<file path="src/csvfs_pkg.sv">
// ----------------------------------------------------------------------------
// csvfs_pkg
// Shared constants, byte codes and types of the CSV field splitter.
// ----------------------------------------------------------------------------
package csvfs_pkg;

  // Row and field limits.
  localparam int MAX_FIELDS  = 32;
  localparam int FIELD_BYTES = 64;

  // Widths: stored length, field counter, field number, store address.
  localparam int LEN_W  = $clog2(FIELD_BYTES);
  localparam int FCNT_W = $clog2(MAX_FIELDS + 1);
  localparam int NUM_W  = 5;
  localparam int MEM_AW = LEN_W + 1;

  // Byte codes the parser reacts to.
  localparam logic [7:0] CH_NUL   = 8'h00;
  localparam logic [7:0] CH_TAB   = 8'h09;
  localparam logic [7:0] CH_LF    = 8'h0A;
  localparam logic [7:0] CH_CR    = 8'h0D;
  localparam logic [7:0] CH_SPACE = 8'h20;
  localparam logic [7:0] CH_QUOTE = 8'h22;
  localparam logic [7:0] CH_COMMA = 8'h2C;

  // Write port of the field store.
  typedef struct packed {
    logic              en;
    logic [MEM_AW-1:0] addr;
    logic [7:0]        data;
  } store_wr_t;

  // One finished field, handed from the parser to the emitter.
  typedef struct packed {
    logic             bank;
    logic [LEN_W-1:0] lo;
    logic [LEN_W-1:0] hi;
    logic             empty;
    logic [NUM_W-1:0] num;
    logic             row_end;
  } field_cmd_t;

  // Notice that a store bank has been read out completely.
  typedef struct packed {
    logic valid;
    logic bank;
  } bank_rel_t;

  // Whitespace as the trimming sees it: space and codes 9 through 13.
  function automatic logic is_space(input logic [7:0] c);
    return (c == CH_SPACE) || ((c >= CH_TAB) && (c <= CH_CR));
  endfunction

endpackage

</file>
<file path="src/csvfs_front.sv">
// ----------------------------------------------------------------------------
// csvfs_front
// Parser: takes one byte at a time, runs the field state machine, writes
// field bytes into the current store bank and issues one command per field.
// ----------------------------------------------------------------------------
module csvfs_front (
  input  logic                 clk,
  input  logic                 rst,
  input  logic                 push,
  output logic                 full,
  input  logic [7:0]           data_byte,
  input  logic                 end_of_line,
  output csvfs_pkg::store_wr_t wr,
  output logic                 cmd_push,
  output csvfs_pkg::field_cmd_t cmd,
  input  logic                 cmd_full,
  input  csvfs_pkg::bank_rel_t rel
);
  import csvfs_pkg::*;

  // Parse phases.
  localparam logic [2:0] PH_START    = 3'd0;
  localparam logic [2:0] PH_LF_FIRST = 3'd1;
  localparam logic [2:0] PH_LEAD     = 3'd2;
  localparam logic [2:0] PH_UNQ      = 3'd3;
  localparam logic [2:0] PH_QUO      = 3'd4;
  localparam logic [2:0] PH_QUO_Q    = 3'd5;
  localparam logic [2:0] PH_AFTER    = 3'd6;
  localparam logic [2:0] PH_DONE     = 3'd7;

  logic              hold_valid;
  logic              line_step;
  logic [7:0]        hold_byte;
  logic              hold_eol;
  logic [2:0]        phase;
  logic [2:0]        phase_next;
  logic [2:0]        eff_phase;
  logic [LEN_W-1:0]  stored_length;
  logic [FCNT_W-1:0] fields_done;
  logic [FCNT_W-1:0] fields_done_next;
  logic              cur_bank;
  logic [1:0]        busy;
  logic [1:0]        busy_next;
  logic              seen;
  logic [LEN_W-1:0]  trim_lo;
  logic [LEN_W-1:0]  trim_hi;

  logic ws;
  logic is_lf;
  logic is_cr;
  logic is_quote;
  logic is_comma;
  logic at_max;
  logic append_ok;
  logic want_emit;
  logic want_append;
  logic row_end;
  logic line_restart;
  logic stall;
  logic go;

  // One byte is held at a time; it is worked off in one or two steps.
  assign full = hold_valid;

  // Byte classification and field limits.
  always_comb begin
    ws        = is_space(hold_byte);
    is_lf     = (hold_byte == CH_LF);
    is_cr     = (hold_byte == CH_CR);
    is_quote  = (hold_byte == CH_QUOTE);
    is_comma  = (hold_byte == CH_COMMA);
    at_max    = (fields_done == FCNT_W'(MAX_FIELDS - 1));
    append_ok = (stored_length < LEN_W'(FIELD_BYTES - 1));
  end

  // Resolve the phases that hand the same byte on to another phase.
  always_comb begin
    eff_phase = phase;
    if ((eff_phase == PH_START) && !is_lf) begin
      eff_phase = PH_LEAD;
    end
    if ((eff_phase == PH_LEAD) && !(ws && !is_lf) && !is_quote) begin
      eff_phase = PH_UNQ;
    end
    if ((eff_phase == PH_QUO_Q) && !is_quote) begin
      eff_phase = PH_AFTER;
    end
  end

  // Field state machine: the byte step first, then the line end step.
  always_comb begin
    phase_next       = phase;
    fields_done_next = fields_done;
    want_emit        = 1'b0;
    want_append      = 1'b0;
    row_end          = 1'b0;
    line_restart     = 1'b0;
    if (hold_valid) begin
      if (!line_step) begin
        if (hold_byte != CH_NUL) begin
          phase_next = eff_phase;
          unique case (eff_phase) inside
            PH_START: begin
              phase_next = PH_LF_FIRST;
            end
            PH_LF_FIRST: begin
              want_emit  = 1'b1;
              row_end    = 1'b1;
              phase_next = PH_DONE;
            end
            PH_LEAD: begin
              if (is_quote) begin
                phase_next = PH_QUO;
              end
            end
            PH_UNQ, PH_AFTER: begin
              if (is_comma) begin
                want_emit = 1'b1;
                row_end   = at_max;
                if (at_max) begin
                  phase_next = PH_DONE;
                end else begin
                  phase_next       = PH_LEAD;
                  fields_done_next = fields_done + FCNT_W'(1);
                end
              end else if (is_lf || is_cr) begin
                want_emit  = 1'b1;
                row_end    = 1'b1;
                phase_next = PH_DONE;
              end else if (eff_phase == PH_UNQ) begin
                want_append = 1'b1;
              end
            end
            PH_QUO: begin
              if (is_quote) begin
                phase_next = PH_QUO_Q;
              end else begin
                want_append = 1'b1;
              end
            end
            PH_QUO_Q: begin
              // A doubled quote: keep one literal quote.
              want_append = 1'b1;
              phase_next  = PH_QUO;
            end
            default: begin
            end
          endcase
        end
      end else begin
        // Line end: an open field is closed and ends the row.
        if ((phase == PH_LEAD) || (phase == PH_UNQ) || (phase == PH_QUO) ||
            (phase == PH_QUO_Q) || (phase == PH_AFTER)) begin
          want_emit = 1'b1;
          row_end   = 1'b1;
        end
        phase_next = PH_DONE;
        if (hold_eol) begin
          phase_next   = PH_START;
          line_restart = 1'b1;
        end
      end
    end
  end

  // A step waits while its bank is read out; an emit also on a full queue.
  always_comb begin
    stall = hold_valid &&
            ((((want_emit || want_append) && busy[cur_bank])) || (want_emit && cmd_full));
    go    = hold_valid && !stall;
  end

  // Bank ownership: set on handing over a field, cleared when it is read out.
  always_comb begin
    busy_next = busy;
    if (rel.valid) begin
      busy_next[rel.bank] = 1'b0;
    end
    if (go && want_emit) begin
      busy_next[cur_bank] = 1'b1;
    end
  end

  // Store write and field command.
  always_comb begin
    wr.en       = go && want_append && append_ok;
    wr.addr     = {cur_bank, stored_length};
    wr.data     = hold_byte;
    cmd_push    = go && want_emit;
    cmd.bank    = cur_bank;
    cmd.lo      = trim_lo;
    cmd.hi      = trim_hi;
    cmd.empty   = !seen;
    cmd.num     = NUM_W'(fields_done);
    cmd.row_end = row_end;
  end

  // Control registers.
  always_ff @(posedge clk) begin
    if (rst) begin
      hold_valid    <= 1'b0;
      line_step     <= 1'b0;
      phase         <= PH_START;
      stored_length <= '0;
      fields_done   <= '0;
      cur_bank      <= 1'b0;
      busy          <= '0;
      seen          <= 1'b0;
    end else begin
      busy <= busy_next;
      if (go) begin
        phase       <= phase_next;
        fields_done <= line_restart ? '0 : fields_done_next;
        if (want_emit || line_restart) begin
          stored_length <= '0;
          seen          <= 1'b0;
        end else if (want_append && append_ok) begin
          stored_length <= stored_length + LEN_W'(1);
          if (!ws) begin
            seen <= 1'b1;
          end
        end
        if (want_emit) begin
          cur_bank <= ~cur_bank;
        end
        // The line end step follows a NUL byte or the last byte of a line.
        if (!line_step && (hold_byte != CH_NUL) && !hold_eol) begin
          hold_valid <= 1'b0;
        end else if (!line_step) begin
          line_step <= 1'b1;
        end else begin
          hold_valid <= 1'b0;
          line_step  <= 1'b0;
        end
      end else if (push && !hold_valid) begin
        hold_valid <= 1'b1;
        line_step  <= 1'b0;
      end
    end
  end

  // Held byte and trim bounds of the field being stored.
  always_ff @(posedge clk) begin
    if (push && !hold_valid) begin
      hold_byte <= data_byte;
      hold_eol  <= end_of_line;
    end
    if (go && !want_emit && !line_restart && want_append && append_ok && !ws) begin
      if (!seen) begin
        trim_lo <= stored_length;
      end
      trim_hi <= stored_length + LEN_W'(1);
    end
  end

endmodule

</file>
<file path="src/csvfs_cmd_queue.sv">
// ----------------------------------------------------------------------------
// csvfs_cmd_queue
// Two-entry queue of field commands between the parser and the emitter.
// ----------------------------------------------------------------------------
module csvfs_cmd_queue (
  input  logic                  clk,
  input  logic                  rst,
  input  logic                  push,
  input  csvfs_pkg::field_cmd_t push_cmd,
  output logic                  full,
  input  logic                  pop,
  output csvfs_pkg::field_cmd_t head,
  output logic                  empty
);
  import csvfs_pkg::*;

  localparam int DEPTH = 2;

  field_cmd_t entries [DEPTH];
  logic       wr_ptr;
  logic       rd_ptr;
  logic [1:0] count;
  logic       do_push;
  logic       do_pop;

  // Status and head of the queue.
  always_comb begin
    full    = (count == 2'(DEPTH));
    empty   = (count == 2'd0);
    head    = entries[rd_ptr];
    do_push = push && !full;
    do_pop  = pop && !empty;
  end

  // Pointers and fill count.
  always_ff @(posedge clk) begin
    if (rst) begin
      wr_ptr <= 1'b0;
      rd_ptr <= 1'b0;
      count  <= 2'd0;
    end else begin
      if (do_push) begin
        wr_ptr <= ~wr_ptr;
      end
      if (do_pop) begin
        rd_ptr <= ~rd_ptr;
      end
      if (do_push && !do_pop) begin
        count <= count + 2'd1;
      end else if (do_pop && !do_push) begin
        count <= count - 2'd1;
      end
    end
  end

  // Entry storage.
  always_ff @(posedge clk) begin
    if (do_push) begin
      entries[wr_ptr] <= push_cmd;
    end
  end

endmodule

</file>
<file path="src/csvfs_back.sv">
// ----------------------------------------------------------------------------
// csvfs_back
// Emitter: holds the two-bank field store, takes field commands and reads
// the trimmed bytes out as result items, one per cycle while the results are popped.
// ----------------------------------------------------------------------------
module csvfs_back (
  input  logic                            clk,
  input  logic                            rst,
  input  csvfs_pkg::store_wr_t            wr,
  input  csvfs_pkg::field_cmd_t           q_head,
  input  logic                            q_empty,
  output logic                            q_pop,
  output csvfs_pkg::bank_rel_t            rel,
  output logic                            empty,
  input  logic                            pop,
  output logic [csvfs_pkg::NUM_W-1:0]     field_number,
  output logic [7:0]                      field_byte,
  output logic                            field_empty,
  output logic                            last_of_field,
  output logic                            last_of_row
);
  import csvfs_pkg::*;

  localparam logic ST_IDLE = 1'b0;
  localparam logic ST_RUN  = 1'b1;

  logic [7:0]       mem [2**MEM_AW];
  logic             state;
  field_cmd_t       cur;
  logic [LEN_W-1:0] ptr;
  logic             out_valid;
  logic [NUM_W-1:0] o_num;
  logic             o_empty;
  logic             o_last_field;
  logic             o_last_row;
  logic [7:0]       rd_data;
  logic             slot_free;
  logic             issue;
  logic             last_byte;
  logic             item_last;

  // While running, issue an item whenever the output register is free or being taken.
  always_comb begin
    slot_free = !out_valid || pop;
    issue     = (state == ST_RUN) && slot_free;
    last_byte = ({1'b0, ptr} + (LEN_W + 1)'(1)) == {1'b0, cur.hi};
    item_last = cur.empty || last_byte;
    q_pop     = (state == ST_IDLE) && !q_empty;
    rel.valid = issue && item_last;
    rel.bank  = cur.bank;
  end

  // Result ports come straight from the output register.
  always_comb begin
    empty         = !out_valid;
    field_number  = o_num;
    field_byte    = o_empty ? 8'h00 : rd_data;
    field_empty   = o_empty;
    last_of_field = o_last_field;
    last_of_row   = o_last_row;
  end

  // Command sequencing and output valid.
  always_ff @(posedge clk) begin
    if (rst) begin
      state     <= ST_IDLE;
      out_valid <= 1'b0;
    end else begin
      unique case (state)
        ST_IDLE: begin
          if (!q_empty) begin
            state <= ST_RUN;
          end
        end
        ST_RUN: begin
          if (issue && item_last) begin
            state <= ST_IDLE;
          end
        end
        default: begin
          state <= ST_IDLE;
        end
      endcase
      if (issue) begin
        out_valid <= 1'b1;
      end else if (pop) begin
        out_valid <= 1'b0;
      end
    end
  end

  // Current command, read pointer and output item fields.
  always_ff @(posedge clk) begin
    if (q_pop) begin
      cur <= q_head;
      ptr <= q_head.lo;
    end else if (issue) begin
      ptr <= ptr + LEN_W'(1);
    end
    if (issue) begin
      o_num        <= cur.num;
      o_empty      <= cur.empty;
      o_last_field <= item_last;
      o_last_row   <= item_last && cur.row_end;
    end
  end

  // Field store: one write port from the parser, one registered read port.
  always_ff @(posedge clk) begin
    if (wr.en) begin
      mem[wr.addr] <= wr.data;
    end
    if (issue && !cur.empty) begin
      rd_data <= mem[{cur.bank, ptr}];
    end
  end

endmodule

</file>
<file path="src/csv_field_splitter.sv">
// ----------------------------------------------------------------------------
// csv_field_splitter
// Splits a byte stream of text lines into trimmed CSV fields.
// ----------------------------------------------------------------------------
// Bytes go in through a one-byte holding register, which shows full until
// the held byte is worked off; a NUL byte or the last byte of a line is
// held longer because the parser adds a line end step. The parser writes
// field bytes into one of two store banks of FIELD_BYTES bytes each and
// hands every finished field to the emitter through a two-entry command
// queue, so a new field can be parsed while the previous one is still being
// read out. A byte that must write to or close a field in a bank that is
// still being read out waits there. The emitter fetches each command in its
// idle state, then delivers one item per cycle from the store's registered
// read port as long as the results are popped. Trim bounds are tracked while
// the field is written, so no scan over the store is needed.
// ----------------------------------------------------------------------------
module csv_field_splitter (
  input  logic                        clk,
  input  logic                        rst,
  input  logic                        push,
  output logic                        full,
  input  logic [7:0]                  data_byte,
  input  logic                        end_of_line,
  output logic                        empty,
  input  logic                        pop,
  output logic [csvfs_pkg::NUM_W-1:0] field_number,
  output logic [7:0]                  field_byte,
  output logic                        field_empty,
  output logic                        last_of_field,
  output logic                        last_of_row
);
  import csvfs_pkg::*;

  store_wr_t  wr;
  field_cmd_t cmd;
  field_cmd_t q_head;
  bank_rel_t  rel;
  logic       cmd_push;
  logic       cmd_full;
  logic       q_empty;
  logic       q_pop;

  // Parser and store writer.
  csvfs_front u_front (
    .clk         (clk),
    .rst         (rst),
    .push        (push),
    .full        (full),
    .data_byte   (data_byte),
    .end_of_line (end_of_line),
    .wr          (wr),
    .cmd_push    (cmd_push),
    .cmd         (cmd),
    .cmd_full    (cmd_full),
    .rel         (rel)
  );

  // Field commands waiting for the emitter.
  csvfs_cmd_queue u_queue (
    .clk      (clk),
    .rst      (rst),
    .push     (cmd_push),
    .push_cmd (cmd),
    .full     (cmd_full),
    .pop      (q_pop),
    .head     (q_head),
    .empty    (q_empty)
  );

  // Store and item emitter.
  csvfs_back u_back (
    .clk           (clk),
    .rst           (rst),
    .wr            (wr),
    .q_head        (q_head),
    .q_empty       (q_empty),
    .q_pop         (q_pop),
    .rel           (rel),
    .empty         (empty),
    .pop           (pop),
    .field_number  (field_number),
    .field_byte    (field_byte),
    .field_empty   (field_empty),
    .last_of_field (last_of_field),
    .last_of_row   (last_of_row)
  );

endmodule

</file>
<file path="config.mk">
export PLATFORM = sky130hd
export DESIGN_NAME = csv_field_splitter
export DESIGN_NICKNAME = d
export VERILOG_FILES = /design/src/csvfs_pkg.sv /design/src/csvfs_front.sv /design/src/csvfs_cmd_queue.sv /design/src/csvfs_back.sv /design/src/csv_field_splitter.sv
export SDC_FILE = /design/constraint.sdc
export NUM_CORES = 1
export LEC_CHECK = 0
export BUFFER_PORTS_ARGS = -buffer_cell sky130_fd_sc_hd__buf_2
export CORE_ASPECT_RATIO = 1.1
export CORE_MARGIN = 2
export CORE_UTILIZATION = 30
export DETAILED_ROUTE_END_ITERATION = 8
export GPL_TIMING_DRIVEN = 1
export PLACE_DENSITY = 0.52
export SYNTH_ARGS = -nofsm -noshare
export SYNTH_HDL_FRONTEND = slang
export SYNTH_HIERARCHICAL = 1
export SYNTH_SLANG_ARGS = --single-unit
</file>
<file path="constraint.sdc">
create_clock -name clk -period 4.9 [get_ports clk]
set_input_delay 0.245 -clock clk [delete_from_list [all_inputs] [get_ports clk]]
set_output_delay 0.245 -clock clk [all_outputs]
set_load 0.005 [all_outputs]
</file>
# ---- Word level (Yosys, flattened, before mapping)
# Memories as Yosys holds them, arrays and structs flattened. A register that Yosys moved wholly into a read port is not among the register bits.
# Index checks and enable logic that the tools add are counted.
dict set report totals {
  ff_bits 76
  latchBits 0
  mem_bits_rw 1064
  rom_bits 0
  inputBits 13
  out_inout_bits 18
  n_memories 2
}
dict set report classes {
  addsub 6
  multipliers 0
  div 0
  magnitude_cmp 7
  n_eq_ne 26
  shifts 0
  muxes 79
  bitwise 8
  reduce_logical 84
}
# name words word_bits read_ports rd_ports_with_merged_regs write_ports line
set memory_table {}
lappend memory_table {u_back.mem 128 8 1 1 1 csvfs_back.sv:27} ;# logic [7:0] mem [2**MEM_AW];
lappend memory_table {u_queue.entries 2 20 1 1 1 csvfs_cmd_queue.sv:19} ;# field_cmd_t entries [DEPTH];
# operator count
set op_table {}
lappend op_table {{two-way mux 6 bit} 11}
lappend op_table {{two-way mux 1 bit} 45}
lappend op_table {{logical AND 1 bit} 33}
lappend op_table {{two-way mux 3 bit} 11}
lappend op_table {{equality test 8 x 6 -> 1 bit (second input constant)} 3}
lappend op_table {{equality test 3 bit (second input constant)} 7}
lappend op_table {{nonzero test 2 bit} 10}
lappend op_table {{adder 6 x 1 -> 6 bit (second input constant)} 3}
lappend op_table {{one-hot mux 3 bit (6 select lines)} 1}
lappend op_table {{zero test 1 bit} 17}
lappend op_table {{equality test 8 x 4 -> 1 bit (second input constant)} 2}
lappend op_table {{equality test 3 x 2 -> 1 bit (second input constant)} 5}
lappend op_table {{logical OR 1 bit} 11}
lappend op_table {{AND reduction 2 bit} 5}
lappend op_table {{greater-or-equal comparator 8 x 4 -> 1 bit (second input constant)} 1}
lappend op_table {{less-or-equal comparator 8 x 4 -> 1 bit (second input constant)} 1}
lappend op_table {{two-way mux 2 bit} 4}
lappend op_table {{two-way mux 8 bit} 1}
lappend op_table {{!= test 2 bit (second input constant)} 4}
lappend op_table {{nonzero test 8 bit} 1}
lappend op_table {{adder 6 x 1 -> 7 bit (second input constant)} 1}
lappend op_table {{equality test 7 x 6 -> 1 bit} 1}
lappend op_table {{AND reduction 7 bit} 1}
lappend op_table {{equality test 6 x 5 -> 1 bit (second input constant)} 1}
lappend op_table {{other kinds (19)} 30}

# ---- Longest topological paths before layout
# Gate-level depths: netlist of run 1.
dict set report depth {
  depth_word 31
  ltp_mapped 13
  depth_no_buf 12
}

# ---- Cells and area by module
# The synthesis of run 1 kept the hierarchy.
# module instances cells_per_inst area_each_um2 seq_area_each_um2
set modules_own_cells {}
lappend modules_own_cells {csvfs_back 1 2094 41539.8 31870.6}
lappend modules_own_cells {csvfs_front 1 254 2444.8 1051.0}
lappend modules_own_cells {csvfs_cmd_queue 1 87 1654.1 1301.2}

# ---- Worst setup path after synthesis of run 1
# Ideal clock, no wire load.
dict set report synth_timing {
  path_type {register to register}
  start {register u_front.hold_byte[5]}
  end {memory u_back.mem[30][0], enable pin}
  setup_ns 0.370
  t_arrival_ns 4.550
  required_time_ns 4.530
  path_slack_ns -0.020
  path_stages_with_launch 13
  n_path_buf 3
  period_less_slack_ns 4.920
  cell_sequence {edfxtp_1 > buf_2 > nand2b_1 > nor2_1 > o31a_1 > nor4_1 > o22ai_1 > nor2_1 > clkbuf_1 > nor2b_1 > nand3_1 > clkbuf_1 > nor2_1}
}
# item line
set synth_rtl {}
lappend synth_rtl {{start: declaration} csvfs_front.sv:33} ;# logic [7:0] hold_byte;
lappend synth_rtl {{start signal: assignment} csvfs_front.sv:245} ;# hold_byte <= data_byte;
lappend synth_rtl {{end: declaration} csvfs_back.sv:27}

==> run_results.csv, run 1 <==
group,metric,value,unit
outcome,status,"finished, final reports clean",
worst_setup_path,critical_path_class,"reg2reg",
placed_design,place.port_buffers,30,
placed_design,place_inst,4366,
yosys,synth_nets,2452,
worst_setup_path,worst-r2r-setup-slack,510,ps
worst_setup_path,crit_fanout,13,
sta,finalSetupViolations,0,
clocking,clock_latency,700,ps
clocking,post_cts_buffers,0,
yosys,synth.most_common_cell,"edfxtp_1",
grt,grt_first_pass_wirelength,163000,um
yosys,synth_cell_types,78,
grt,grt_pass1_vias,23710,
placed_design,dp_hpwl,68470,um
worst_setup_path,required,5220,ps
worst_setup_path,worstSetupStartpointType,"register",
detailed_routing,detail_route.wl_per_cell,24.37,um
flow_run,max_cap_viol_count,0,
sta,slew_headroom,29.22,%
sta,max_freq,227.8,MHz
worst_setup_path,r2r_end,"u_back/mem[118][5]",
grt,grt_max_degree,102,
yosys,synthTopCellsByCount,"1121 x edfxtp_1, 173 x mux2i_1, 170 x mux4_2",
clocking,htree_levels,3,
finish,syn_to_final_growth,14.01,%
floorplanning,initial_core_util,30.13,%
power_and_ir_drop,powerDensity,413.1,mW/mm2
sta,drv_slew,0,
sta,hold_viol,0,
worst_setup_path,r2r_start,"u_front/hold_byte[5]",
yosys,synth_seq_area_share,74.99,%
yosys,synth_seq_cells,1149,
power_and_ir_drop,max-vdd-ir-drop,0.2968,mV
yosys,async_flop_share,0,%
clocking,cts_made_buffers,117,
sta,rsz0062_at_grt,"false",
sta,final.setup.tns,0,ps
floorplanning,dieArea,0.1553,mm2
detailed_routing,via_per_inst,5.012,
floorplanning,coreArea,0.1515,mm2
yosys,yosys_warnings,6,
detailed_routing,detail-route-antenna-nets,0,
clocking,cts_tree,"yes",
finish,final_layout_size_suffix_gt1_share,19.32,%
floorplanning,die_h,413.1,um
sta,worstMarginPinSlew,1061,ps
detailed_routing,vias,23060,
worst_setup_path,end_kind,"register",
finish,nets,2538,
hold_path,min-delay-start,"data_byte[1]",
floorplanning,rows,150,
worst_setup_path,rr_worst_depth,10,
yosys,synth_top_area_cell,"edfxtp_1",
sta,period_share,89.58,%
yosys,synth_cells,2435,
grt,grt_usage,14.23,%
detailed_routing,drt-initial-drc-count,2152,
clocking,clockRootBuffer,"clkbuf_16",
hold_path,hold_end,"u_front/hold_byte[1]",
clocking,cts_max_path_buffers,3,
yosys,synth_edf_count,1121,
grt,antenna_found_initial,2,
sta,fin_skew,23.87,ps
clocking,clkSinkCount,1149,
grt,grt_overflow,0,
floorplanning,ioPinCount,31,
yosys,synth.avg_cell_area,18.74,um2
placed_design,gp_congestion,0.8939,
detailed_routing,wirelength,112100,um
hold_path,hold_class,"in2reg",
yosys,synth_flop_cell,"edfxtp_1",
detailed_routing,remaining_drc_errors,0,
finish,fin_cells,4601,
yosys,netlist_area,0.04564,mm2
finish,nFillCells,13940,
worst_setup_path,crit_arrival,4710,ps
yosys,yosys.area.top_type_share,73.76,%
power_and_ir_drop,leakagePower,0.01639,uW
hold_path,holdPathStages,2,
sta,min_period,4389,ps
detailed_routing,dr.pass1.iters,6,
floorplanning,die_w,375.9,um
yosys,synthTopCellsByArea,"edfxtp_1 74%, mux4_2 8.4%, mux2i_1 3.8%",
clocking,path_clk_slew,60,ps
per-layer routing:
metal | GRT usage (%) | wire (um)
met3 | 2.451 | 6763
met4 | 5.131 | 3693
met5 | 0 | 0
met2 | 22.95 | 53440
met1 | 19.33 | 48210
through the flow:
stage / utilization, % / setup WS [ps] / hold WS (ps) / cell area, um2 / power, uW
after floorplan: - / -20.15 / 314.1 / 45640 / 12180
after global placement: 31.68 / 728.8 / 418.7 / 47980 / 12690
after detailed placement: 31.68 / 600.1 / 414.7 / 47980 / 12710
after CTS: 34.35 / 545.3 / 211.0 / 52030 / 21710
after global routing: 34.36 / 208.4 / 226.4 / 52030 / 22190
final: 34.36 / 510.5 / 253.0 / 52030 / 21490
power breakdown:
part,internal [uW],switching (uW)
logic,532,986
registers,10900,83.0
clock network,5290,3710
registers in the layout (all words and copies together) (netlist names), 2 cells and up, named ones only:
signal,count
u_back/mem,1024
u_queue/entries,40
u_back/cur,13
u_back/rd_data,8
u_front/hold_byte,8
u_back/ptr,6
u_front/fields_done,6
u_front/stored_length,6
u_front/trim_hi,6
u_front/trim_lo,6
u_back/field_number,5
u_front/phase,3
u_front/busy,2
u_queue/count,2
layout make-up:
type	count	area, um2	share of cell area [%]
inverter	15	56.30	0.1082
sequential	1149	34220	65.77
tap	1976	2472	4.751
multi-input combinational	1123	10450	20.08
clock inverter	77	835.8	1.606
timing repair buffer	115	905.9	1.741
clock buffer	145	3090	5.939
antenna	1	2.502	0.004809
cells in the final DEF (no fill, tap or decap), types with 23 or more instances in the layout:
master / n
edfxtp_1: 1121
nor3_1: 66
mux2i_1: 173
clkbuf_16: 119
a21oi_1: 43
o22ai_1: 74
nand2_1: 62
buf_2: 30
buf_4: 66
nand3_1: 23
nor2_1: 163
a22oi_1: 77
mux4_2: 170
nand2b_1: 31
dfxtp_1: 28
nor2b_1: 26
worst max path at each step:
stage | depth (start not counted) | end | from
after floorplan | 12 | u_back/mem[30][0] | u_front/hold_byte[5]
final | 10 | u_back/mem[118][5] | u_front/hold_byte[5]
after global placement | 10 | u_back/mem[118][1] | u_front/hold_byte[2]
after detailed placement | 10 | u_back/mem[118][6] | u_front/hold_byte[2]
after CTS | 10 | u_back/mem[118][5] | u_front/hold_byte[2]
after global routing | 10 | u_back/mem[118][5] | u_front/hold_byte[2]
critical path, cell delays in order, from the launching register on:
cell and delay [ps]:
edfxtp_1 570, nor4b_1 250, nor3_1 360, a211oi_1 160, nor4_1 360, o22ai_1 280
nor2_1 600, nor2b_1 330, nand3_1 120, buf_4 320, nor2_1 620
what timing repair did:
action                                  CTS  global route
hold buffers                             12             0
endpoints found under the setup margin    0             0
endpoints found under the hold margin    17             0
gates resized for setup                   0             0
kinds of logic (layout without fill, tap and decap cells):
group | after synthesis | count (layout) | share of synthesized area [%]
AOI/OAI and AO/OA | 285 | 285 | 4.463
xor gates and xnor gates | 21 | 21 | 0.4633
adders and majority gates | 4 | 4 | 0.1097
buffers and inverters | 163 | 352 | 2.141
DFF | 1149 | 1149 | 74.99
muxes | 371 | 371 | 13.07
other | 0 | 1 | 0
and+or+nand+nor | 442 | 442 | 4.765
Power figures use the tool's default switching activity.
==> inputs of run 2 (changes only) <==
- PLACE_DENSITY: 0.52 -> 0.44
- REMOVE_ABC_BUFFERS: unset -> 1
==> run 2 against run 1 <==
  * Setup slack better by 270 ps
  * Clock power is 1% lower
  * Sequential share of layout area is 0.093 points lower
  * Flip-flop and latch count stayed put
  * Critical path type unchanged
  * Non-clock buffer count is 19 higher
==> run_results.csv, run 2 (same netlist as run 1, synthesis figures left out) <==
group,metric,value,unit
outcome,status,"finished, final reports clean",
detailed_routing,detail-route-antenna-nets,0,
clocking,path_clk_slew,60,ps
finish,top_register,"u_back/mem",
grt,grt_max_degree,87,
detailed_routing,via_per_inst,5.002,
floorplanning,dieArea,0.1553,mm2
finish,nets,2559,
worst_setup_path,required,5260,ps
clocking,clkSinkCount,1149,
clocking,hold_buffers,13,
floorplanning,die_w,375.9,um
sta,rsz0062_at_grt,"false",
finish,final_common_cell,"edfxtp_1",
detailed_routing,detail_route.wl_per_cell,25.84,um
detailed_routing,drt-initial-drc-count,2081,
finish,fin_area,0.05211,mm2
placed_design,gp_congestion,0.8089,
clocking,clock_latency,740,ps
floorplanning,initial_core_util,30.13,%
sta,slew_headroom,11.41,%
floorplanning,rows,150,
sta,fin_skew,21.18,ps
grt,grt_pass1_vias,24200,
sta,period_share,84.09,%
detailed_routing,wirelength,119400,um
worst_setup_path,worstSetupStartpointType,"register",
sta,finalSetupViolations,0,
floorplanning,ioPinCount,31,
sta,worstMarginPinSlew,1324,ps
worst_setup_path,critical_path_class,"reg2reg",
finish,syn_to_final_growth,14.17,%
worst_setup_path,crit_arrival,4480,ps
placed_design,place.port_buffers,30,
clocking,cts_made_buffers,119,
hold_path,min-delay-start,"end_of_line",
detailed_routing,vias,23120,
sta,hold-worst-slack,217.8,ps
floorplanning,coreArea,0.1515,mm2
finish,antenna_cells,0,
clocking,cts-resized-gates,0,
sta,hold_viol,0,
clocking,cts_max_path_buffers,3,
finish,fin_util,34.40,%
clocking,htree_levels,3,
worst_setup_path,rr_worst_depth,11,
power_and_ir_drop,leakagePower,0.01643,uW
hold_path,holdPathStages,2,
sta,min_period,4120,ps
flow_run,max_cap_viol_count,0,
clocking,clockRootBuffer,"clkbuf_16",
grt,grt_first_pass_wirelength,172100,um
worst_setup_path,end_kind,"register",
grt,grt_usage,15.29,%
power_and_ir_drop,max-vdd-ir-drop,0.2853,mV
worst_setup_path,r2r_start,"u_front/hold_byte[1]",
finish,top_regs,"u_back/mem: 1024 flops, u_queue/entries: 40 flops, u_back/cur: 13 flops",
hold_path,hold_class,"in2reg",
sta,max_freq,242.7,MHz
placed_design,placed_area,0.04812,mm2
clocking,post_cts_buffers,0,
sta,drv_slew,0,
finish,largest_register_ff_count,1024,
detailed_routing,remaining_drc_errors,0,
floorplanning,die_h,413.1,um
clocking,cts_tree,"yes",
power_and_ir_drop,powerDensity,411.6,mW/mm2
worst_setup_path,crit_fanout,45,
detailed_routing,dr.pass1.iters,5,
finish,final_cell_mix,"1121 x edfxtp_1, 173 x mux2i_1, 170 x mux4_2, 163 x nor2_1, 120 x clkbuf_16",
worst_setup_path,startpoint,"u_front/hold_byte[1]",
finish,final_layout_size_suffix_gt1_share,19.65,%
grt,antenna_found_initial,4,
worst_setup_path,worst-r2r-setup-slack,780,ps
grt,grt_overflow,0,
placed_design,dp_hpwl,74440,um
## run 2: changes by cell type in the layout (fill, tap and decap cells not counted), moves of 2 or more
cell       change
clkinv_1       +5
clkbuf_1       +3
inv_16         -2
bufinv_16      -4
clkbuf_4       -4
clkinv_4       +2
clkinv_2       -2
buf_4         +17
## run 2: metrics by stage
step                      setup WS [ps]  setup TNS, ps  cells  power [uW]
after floorplan                   -9217        -162970   2287       12380
after global placement            699.2              0   4383       12770
after detailed placement          766.7              0   4383       12770
after CTS                         745.4              0   4621       21730
after global routing              360.2              0   4622       22180
final                             779.5              0   4622       21450
## run 2: power by group
group | internal (uW) | switching, uW
logic | 547 | 1020
registers | 10900 | 85.0
clock network | 5090 | 3800
## run 2: final cells by class
| type | instances | area (um2) |
|---|---|---|
| inverter | 15 | 56.30 |
| tap | 1976 | 2472 |
| fill | 14120 | 99350 |
| clock buffer | 146 | 3110 |
| sequential | 1149 | 34220 |
| multi-input combinational | 1123 | 10450 |
| clock inverter | 79 | 734.5 |
| timing repair buffer | 134 | 1064 |
## run 2: path summary, 6_finish.rpt
| path | endpoint |
|---|---|
| setup / recovery | u_back/mem[110][1] |
| hold / removal | u_front/hold_eol |
| setup reg to reg | u_back/mem[110][1] |
| hold reg to reg | u_back/field_number[4] |
## run 2: metal layers
metal,track usage (%),share of wire [%],up-vias
met2,26.12,50,645
met4,4.799,2.5,0
met1,20.20,43,12240
met3,2.022,4.5,153
li1,-,-,10090
met5,0,0,-
## run 2: worst max-delay path: stages, from the launching register on
cell and delay (ps):
edfxtp_1 510, buf_4 540, nor3_1 130, o31a_1 330, nor4_1 280, o22ai_1 270, nor2_1 170, buf_4 190
nor2b_1 270, nand3_1 110, buf_4 310, nor2_1 610
==> inputs of run 3 (changes only) <==
- ABC_AREA: unset -> 1
- clock period: 4.9 -> 3.71 ns (I/O delays scaled with it)
==> run 3 against run 2 <==
  * Utilization rose by 0.23 points
  * Hold slack got worse by 78 ps
  * Clock skew increased by 15 ps
  * Synthesized cell count is 70% higher
==> run_results.csv, run 3 <==
group,metric,value,unit
clocking,cts_made_buffers,117,
worst_setup_path,required,4090,ps
finish,final_cell_mix,"1542 x nand2_1, 1121 x edfxtp_1, 640 x nand3_1, 150 x a21oi_1, 128 x nor2_1",
placed_design,place_inst,6130,
power_and_ir_drop,p_comb_share,5.4,%
yosys,netlist_area,0.04710,mm2
yosys,synth_cells,4132,
detailed_routing,drt-initial-drc-count,2730,
worst_setup_path,crit_arrival,3790,ps
sta,fin_skew,35.71,ps
placed_design,gp_congestion,0.8045,
grt,antenna_found_initial,2,
power_and_ir_drop,clockPowerShare,42.0,%
floorplanning,rows,152,
clocking,path_clk_slew,60,ps
sta,finalSetupViolations,0,
worst_setup_path,path_buf_inv,5,
floorplanning,coreArea,0.1560,mm2
finish,syn_to_final_growth,14.68,%
power_and_ir_drop,max-vdd-ir-drop,0.3779,mV
worst_setup_path,crit_fanout,11,
sta,hold-worst-slack,139.4,ps
finish,nFillCells,15610,
power_and_ir_drop,switching_share,22.83,%
floorplanning,dieArea,0.1602,mm2
detailed_routing,via_per_inst,4.731,
sta,max_freq,293.5,MHz
yosys,synth_top_area_cell,"edfxtp_1",
finish,final_common_cell,"nand2_1",
finish,top_regs,"u_back/mem: 1024 flops, u_queue/entries: 40 flops, u_back/cur: 13 flops",
yosys,yosys_warnings,6,
sta,slew_headroom,22.51,%
sta,min_period,3407,ps
sta,rsz0062_at_grt,"true",
clocking,clock_latency,770,ps
grt,grt_usage,17.26,%
worst_setup_path,worstSetupStartpointType,"register",
grt,grt_max_degree,129,
finish,fin_cells,6362,
grt,grt_pass1_vias,30640,
worst_setup_path,worstPathCellList,"inv_1, nand2_1, nor2_1, nand2_2, nand2_1, nand2_2, inv_1, nand2_1, nand3_1, nand2_2, nand2_2, nand2_2, nand3_2, nand2_4, inv_4, nand2_1, clkinvlp_4, nand2_1, buf_6, nor2_1",
placed_design,placed_area,0.04995,mm2
sta,worstMarginPinSlew,1162,ps
power_and_ir_drop,power.internal,21000,uW
clocking,htree_levels,3,
worst_setup_path,end_kind,"register",
yosys,synth_seq_cells,1149,
yosys,synth_seq_area_share,72.66,%
worst_setup_path,slowest_delay,550,ps
sta,drv_slew,0,
yosys,async_flop_share,0,%
floorplanning,initial_core_util,30.20,%
detailed_routing,detail-route-antenna-nets,0,
finish,largest_register_ff_count,1024,
yosys,synthTopCellsByArea,"edfxtp_1 71%, nand2_1 12%, nand3_1 6.8%",
clocking,cts_max_path_buffers,3,
worst_setup_path,critPathTopFamily,"simple AND/OR/NAND/NOR gates",
sta,hold_viol,0,
flow_run,max_cap_viol_count,0,
finish,final_layout_size_suffix_gt1_share,10.75,%
power_and_ir_drop,leakagePower,0.01922,uW
power_and_ir_drop,p_sw,6214,uW
yosys,synthTopCellsByCount,"1542 x nand2_1, 1121 x edfxtp_1, 640 x nand3_1",
floorplanning,die_h,419.6,um
finish,fin_util,34.63,%
detailed_routing,vias,30100,
hold_path,hold_class,"in2reg",
detailed_routing,remaining_drc_errors,0,
yosys,synth_flop_cell,"edfxtp_1",
detailed_routing,dr.pass1.iters,5,
yosys,synth.most_common_cell,"nand2_1",
yosys,yosys.area.top_type_share,71.47,%
worst_setup_path,cp_slowest_cell,"nor2_1",
clocking,clkSinkCount,1149,
sta,final.setup.tns,0,ps
finish,nets,4200,
floorplanning,ioPinCount,31,
yosys,synth_cell_types,44,
worst_setup_path,critical_path_class,"reg2reg",
placed_design,place.port_buffers,30,
power_and_ir_drop,powerDensity,503.9,mW/mm2
outcome,status,"finished, final reports clean",
clocking,clockRootBuffer,"clkbuf_16",
grt,grt_overflow,0,
sta,period_share,91.84,%
placed_design,dp_hpwl,82100,um
power_and_ir_drop,power.share.sequential,52.6,%
floorplanning,die_w,381.8,um
detailed_routing,detail_route.wl_per_cell,21.80,um
detailed_routing,wirelength,138700,um
finish,fin_area,0.05401,mm2
yosys,synth_edf_count,1121,
finish,top_register,"u_back/mem",
grt,grt_first_pass_wirelength,205200,um
yosys,synth.avg_cell_area,11.40,um2
clocking,cts_tree,"yes",
-- run 3: cell count changes in the layout (fill, tap and decap cells not counted), moves of 70 or more --
cell / change
inv_1: +70
o22ai_1: -74
nand3_1: +617
mux2i_1: -173
nor2_2: +82
a21oi_1: +107
mux4_2: -170
nand2_1: +1480
a22oi_1: -77
-- run 3: worst register-to-register path, stage by stage (launching register included) --
cell and delay (ps):
edfxtp_1 450, inv_1 130, nand2_1 60, nor2_1 130
nand2_2 100, nand2_1 70, nand2_2 70, inv_1 140
nand2_1 100, nand3_1 100, nand2_2 90, nand2_2 70
nand2_2 50, nand3_2 80, nand2_4 70, inv_4 50
nand2_1 90, clkinvlp_4 260, nand2_1 140, buf_6 220
nor2_1 570
-- run 3: stage by stage --
step / setup slack, ps / total power, uW
6_report: 302.7 / 27210
5_1_grt: -26.98 / 28180
4_1_cts: 1.543 / 27570
3_5_place_dp: -43.81 / 16070
3_3_place_gp: -47.38 / 16080
2_1_floorplan: -17670 / 15500
-- run 3: final cells by class --
type,instances,area [um2],area share [%]
antenna,2,5.005,0.009266
tap,2079,2601,4.816
clock buffer,152,3120,5.777
clock inverter,65,580.6,1.075
sequential,1149,34220,63.36
timing repair buffer,166,1456,2.696
multi-input combinational,2652,11640,21.55
inverter,97,385.4,0.7135
-- run 3: cells by family (layout without fill, tap and decap cells) --
kind of cell	after synthesis	in the layout	synth area share (%)
other cells	0	2	0
compound gates	181	181	2.022
simple gates	2439	2439	21.47
xor+xnor	8	8	0.1780
mux	20	20	0.4782
buf+inv	331	480	3.084
fa+ha+maj	4	4	0.1063
flops	1149	1149	72.66
-- run 3: power groups by stage --
stage	clock network, uW	registers, uW	logic, uW
after floorplan	0	14800	733
after global placement	0	14600	1490
after detailed placement	0	14600	1480
after CTS	11800	14300	1490
after global routing	12300	14300	1610
final	11400	14300	1460
-- run 3: final timing paths --
kind                              from                      to  slack [ps]  cells after the start
setup reg to reg  u_front/hold_byte[0]       u_back/mem[58][3]         300                     20
setup / recovery  u_front/hold_byte[0]       u_back/mem[58][3]         300                     20
hold / removal            data_byte[3]    u_front/hold_byte[3]         140                      2
hold reg to reg          u_back/cur[3]  u_back/field_number[2]         430                      0
-- run 3: what timing repair did --
item,in CTS,in global routing
hold buffers,13,0
pin swaps,0,0
buffers inserted,0,0
gates resized for setup,5,80
setup endpoints to repair,38,832
endpoints found under the hold margin,38,0
-- run 3: metal layers --
metal / global-route usage (%) / routed length [um] / up-vias
met5: 0 / 0 / -
met4: 5.198 / 3472 / 0
met3: 1.979 / 5737 / 164
met2: 28.94 / 66850 / 680
met1: 23.48 / 62620 / 14880
li1: - / - / 14370
